**config.mk**
```make
export PLATFORM = sky130hd
export DESIGN_NAME = sst_cell
export DESIGN_NICKNAME = d
export VERILOG_FILES = /design/src/rtl/core/sst_pkg.sv /design/src/rtl/core/sst_cell.sv
export SDC_FILE = /design/constraint.sdc
export NUM_CORES = 1
export LEC_CHECK = 0
export BUFFER_PORTS_ARGS = -buffer_cell sky130_fd_sc_hd__buf_2
export CAP_MARGIN = 5
export CORE_ASPECT_RATIO = 0.9
export CORE_MARGIN = 10
export CORE_UTILIZATION = 41
export DETAILED_ROUTE_END_ITERATION = 6
export PLACE_DENSITY = 0.78
export SYNTH_ARGS = -nofsm -noshare
export SYNTH_HDL_FRONTEND = slang
export SYNTH_SLANG_ARGS = --single-unit
```
**constraint.sdc**
```tcl
create_clock -name clk -period 2.5 [get_ports clk]
set_clock_uncertainty 0.2 [all_clocks]
set_input_delay 0.125 -clock clk [delete_from_list [all_inputs] [get_ports clk]]
set_output_delay 0.125 -clock clk [all_outputs]
set_load 0.05 [all_outputs]
```
**src/rtl/core/sst_pkg.sv**
```systemverilog
// Package for the sorted set table: request codes, register map and cell control type.
// No dependencies; imported by sst_cell and sorted_set_table_core.
package sst_pkg;

    // request codes
    typedef enum logic [1:0] {
        MODE_INSERT   = 2'd0,
        MODE_ERASE    = 2'd1,
        MODE_CONTAINS = 2'd2,
        MODE_FETCH    = 2'd3
    } sst_mode_t;

    // register map (byte addresses)
    localparam logic [2:0] ADDR_CAPACITY = 3'd0;

    localparam logic [6:0] CAPACITY_RESET = 7'd64;

    // per-cycle command broadcast to every cell
    typedef struct packed {
        logic cmp;   // latch compare flags against the request value
        logic ins;   // open a slot at the insert point, shift larger values up
        logic del;   // close the slot of the matching value, shift larger values down
    } sst_cell_ctrl_t;

endpackage

```
**src/rtl/core/sst_cell.sv**
```systemverilog
// One cell of the sorted chain: holds one value and its compare flags.
// Depends on sst_pkg; instantiated in a row by sorted_set_table_core.
module sst_cell #(
    parameter int ITEM_WIDTH = 32
) (
    input  logic                    clk,
    input  logic                    rst_n,
    input  sst_pkg::sst_cell_ctrl_t ctrl,
    input  logic                    valid,      // this cell lies below the fill count
    input  logic [ITEM_WIDTH-1:0]   key,        // request value
    input  logic                    left_lt,    // lower neighbor holds a smaller value
    input  logic [ITEM_WIDTH-1:0]   left_val,
    input  logic [ITEM_WIDTH-1:0]   right_val,
    output logic                    lt,
    output logic                    eq,
    output logic [ITEM_WIDTH-1:0]   val
);
    import sst_pkg::*;

    logic [ITEM_WIDTH-1:0] val_reg, val_next;
    logic                  lt_reg, eq_reg;

    // compare flags, taken once per request
    always_ff @(posedge clk or negedge rst_n)
    begin
        if (!rst_n)
        begin
            lt_reg <= 1'b0;
            eq_reg <= 1'b0;
        end
        else if (ctrl.cmp)
        begin
            lt_reg <= valid && (val_reg < key);
            eq_reg <= valid && (val_reg == key);
        end
    end

    // shift up on insert, down on erase; cells holding smaller values keep theirs
    always_comb
    begin
        val_next = val_reg;
        if (ctrl.ins && !lt_reg)
        begin
            if (left_lt)
                val_next = key;
            else
                val_next = left_val;
        end
        else if (ctrl.del && !lt_reg)
        begin
            val_next = right_val;
        end
    end

    // payload, no reset
    always_ff @(posedge clk)
    begin
        val_reg <= val_next;
    end

    assign lt  = lt_reg;
    assign eq  = eq_reg;
    assign val = val_reg;

endmodule

```
**Yosys cells after proc, flatten, opt, wreduce, memory -nomap -nowiden**

Index checks and enable logic that the tools add are counted.

- Register bits after elaboration: 34
- Bits in latches: 0
- Memory bits (writable): 0
- Bits in read-only memories: 0
- Input bits: 103
- Output and inout bits: 34
- Logic and storage cells: 14
- Memories: 0

- Add/sub/neg operators: 0
- $mul: 0
- Divide/modulo/power cells: 0
- $lt $le $gt $ge: 1
- Equal/unequal tests: 1
- Shift-type cells: 0
- Mux-type cells: 3
- Bitwise gates (word level): 0
- Reductions and logical operators: 6

Operators by type and width:

| cell | count |
|---|---|
| 2-to-1 mux 32 bit | 3 |
| equality test 32 bit | 1 |
| < comparator 32 bit | 1 |
| logical AND 1 bit | 4 |
| nonzero test 2 bit | 1 |
| logical NOT 1 bit | 1 |

**Depth between registers and ports, before layout**

- Depth after elaboration: 4
- Gate-level depth with buffers: 7
- Gate-level depth less buffers: 7

**Worst setup path after synthesis**

Ideal clock, no wire load.

- Path kind: register to register
- Start point: register lt_reg (netlist: lt)
- End point: register val_reg[0] (netlist: val[0]) (enable)
- Library setup time: 0.422 ns
- Arrival: 2.013 ns
- Required time: 1.878 ns
- Path slack: -0.135 ns
- Stages on the path, launching flop included: 2
- Path buffers: 0
- Period minus slack after synthesis: 2.635 ns
- Cells stage by stage: dfrtp_1 nor2_1

- Cells in the longest elaborated chain, start to end: 3
- Elaborated cells on any way between the ends: 4
- Those cells by class: reduce/logical: 4

RTL lines:

| what | RTL line | text |
|---|---|---|
| from (decl) | sst_cell.sv:21 | `logic lt_reg, eq_reg;` |
| from (signal assigned) | sst_cell.sv:33 | `lt_reg <= valid && (val_reg < key);` |
| logical NOT 1 bit * | sst_cell.sv:42, sst_cell.sv:49 |  |
| logical AND 1 bit (on tied branches) | sst_cell.sv:42, sst_cell.sv:49 |  |
| nonzero test 2 bit (no source line) * | n/a |  |
| to (signal assigned) | sst_cell.sv:58 | `val_reg <= val_next;` |
| to (decl) | sst_cell.sv:20 | `logic [ITEM_WIDTH-1:0] val_reg, val_next;` |

Mark *: on every way between the ends. The rest lies on a longest branch, timed or not.
A chain may end at the register's enable or synchronous reset.

**Final worst setup path**

- Start point: register lt_reg (netlist: lt)
- End point: register val_reg[30] (netlist: val[30]), data pin

- Cells in the longest elaborated chain, start to end: 3

RTL lines:

| what | RTL line | text |
|---|---|---|
| logical NOT 1 bit | sst_cell.sv:42 | `if (ctrl.ins && !lt_reg)` |
| logical AND 1 bit | sst_cell.sv:42 |  |
| 2-to-1 mux 32 bit | sst_cell.sv:42 |  |
| net val_next[30] | sst_cell.sv:20 |  |

The timed path passes the listed nets, and every way through them passes these cells.

==> flow_metrics.tcl <==
set metrics [dict create \
    status "complete, no violations" \
    area_delta_synth_final_pct 52.10 \
    track_usage_pct 17.76 \
    fin_cells 511 \
    fin_crit_ns 2.348 \
    layout_commonest_cell "buf_2" \
    crit_slowest_cell "dlygate4sd3_1" \
    vias 2572 \
    antenna_found_initial 1 \
    cp.required_ns 2.33 \
    synth_edf_count 32 \
    synth_fp_nets 396 \
    fin_tns_setup_ns 0 \
    setup_viol_count_final 0 \
    dieHeight_um 94.15 \
    whs_ns 0.01527 \
    first_global_vias 2860 \
    wire_per_inst_um 16.63 \
    portBuffers 136 \
    route.met2.wl_mm 4.513 \
    netlist_instances 261 \
    max_stage_delay_ns 0.60 \
    fp.coreArea_mm2 0.005791 \
    worst_slew_pin_slew_ns 0.5449 \
    critPathCaptureType "register" \
    cts_tree "yes" \
    startpoint_type "register" \
    grt_pass1_wl_mm 13.57 \
    hold_path.class "in2reg" \
    ys_seq_area_share_pct 40.36 \
    ys_types 29 \
    maxCapViolations 0 \
    dp_hpwl_mm 6.305 \
    boundaryPins 137 \
    htreeDepth 2 \
    dp_cells 460 \
    drc_errors 0 \
    arrival_ns 2.17 \
    die_w_um 102.4 \
    nFillCells 476 \
    cts.sinks 34 \
    cts-root-buf "clkbuf_8" \
    fmax_mhz 425.9 \
    power.density_mw_per_mm2 587.5 \
    first_pass_iters 4 \
    synthesis.area_mm2 0.002505 \
    crit_cells 4 \
    avgSynthCellArea_um2 9.597 \
    top_layer "met4" \
    cpLargestDelayFamily "buffers and inverters" \
    worstPathMaxFanout 36 \
    ys_ff_latch 34 \
    hold_viol 0 \
    clk_pin_slew_ns 0.07 \
    cts_made_buffers 5 \
    path_class "reg2reg" \
    grt_overflow 0 \
    yosysWarningCount 0 \
    gp_congestion 0.8173 \
    cts_buffer_depth 2 \
    rsz0062_at_grt "no" \
    postRouteAntennaNets 0 \
    final_cell_mix "136 x buf_2, 42 x dlygate4sd3_1, 40 x nand2_1, 34 x o21ai_0, 33 x inv_1" \
    worstSkewPairLatency_ns 0.28 \
    slew_viol_final 0 \
    ir_worst_vdd_v 0.0003254 \
    cts_resized 0 \
    critical_path.cell_chain "nand2b_2 > buf_4 > o21ai_0 > dlygate4sd3_1" \
    nets 574 \
    met1_length_mm 3.030 \
    critPathBufInv 2 \
    slew_headroom_pct 63.67 \
    start_util_pct 43.26 \
    met3_length_um 705 \
    hold-path-cell-count 3 \
    drive_above_1_share_pct 34.09 \
    dieArea_mm2 0.009640 \
    post_drt_via_cell_ratio 5.033 \
    largest_reg_flops 32 \
    num_rows 26 \
    synth_top_flop_cell "edfxtp_1" \
    p_leak_uw 0.001995 \
    fin_crit_sh_pct 93.91 \
    final_core_util_pct 65.80 \
    rr_worst_depth 4 \
    async_reset_ff_share_pct 5.882 \
    drt_iter0_markers 78 \
    wl_mm 8.500 \
    grt_max_degree 37 \
]
[power breakdown]
part / internal (uW) / total, uW / switching [uW]
sequential: 746 / 795 / 49.1
combinational: 330 / 955 / 625
clock: 298 / 489 / 191
total: 1370 / 2240 / 864
[cell type report]
cell class / count / area [um^2] / share of cell area, %
diodes: 1 / 2.502 / 0.06568
clock buffers: 7 / 76.32 / 2.003
clock inverters: 1 / 30.03 / 0.7882
inverters: 33 / 123.9 / 3.251
multi-input cells: 183 / 1335 / 35.04
flip-flops and latches: 34 / 1011 / 26.54
well taps: 70 / 87.58 / 2.299
repair buffers: 182 / 1144 / 30.02
[worst register-to-register path: stages (launching register included)]
cell           delay, ns
dfrtp_1             0.43
nand2b_2            0.33
buf_4               0.37
o21ai_0             0.18
dlygate4sd3_1       0.60
[repair_timing]
action | in CTS | in global routing
endpoints found under the hold margin | 36 | 0
hold buffers | 42 | 0
setup buffers | 0 | 0
[per-layer routing]
layer	vias up	global-route usage, %
met4	0	8.216
met2	102	33.19
met1	1160	17.56
met5	-	0
li1	1288	-
met3	22	5.224
[logic make-up (layout without fill, tap and decap cells)]
logic type	Yosys count	count (layout)	synth area share, %
AOI/OAI and AO/OA	59	59	13.69
adders and majority gates	32	32	15.98
buffers and inverters	44	223	6.743
DFF	34	34	40.36
muxes	32	32	12.79
other	0	1	0
and+or+nand+nor	60	60	10.44
[final timing paths]
path,slack [ns],to,startpoint
hold reg to reg,0.31,eq,eq
max in group asynchronous,1.45,lt,rst_n
min in group asynchronous,0.52,eq,rst_n
setup reg to reg,0.15,val[30],lt
setup / recovery,0.15,val[30],lt
hold / removal,0.02,val[4],left_val[4]
[cells in the mapped netlist, drive strengths merged, types with 2 or more instances]
cell | count | area share (%)
nand4 | 6 | 1.5
buf | 3 | 0.60
inv | 33 | 4.9
dfrtp | 2 | 2.0
o21ai | 34 | 6.8
a21o | 3 | 0.90
mux2i | 32 | 13
ha | 32 | 16
nor2 | 5 | 0.75
nand2 | 40 | 6.0
nand3 | 4 | 0.80
edfxtp | 32 | 38
a21oi | 12 | 2.4
clkbuf | 8 | 1.2
[stage by stage]
step                      setup slack, ns  cell area (um^2)  power [uW]
final                              0.1522              3810        2238
after detailed placement           0.3531              3281        1695
after global routing              0.03485              3810        2379
after CTS                          0.2239              3807        2258
after global placement             0.4490              3281        1666
after floorplan                    0.2955              2507        1409
Power figures use the tool's default switching activity.
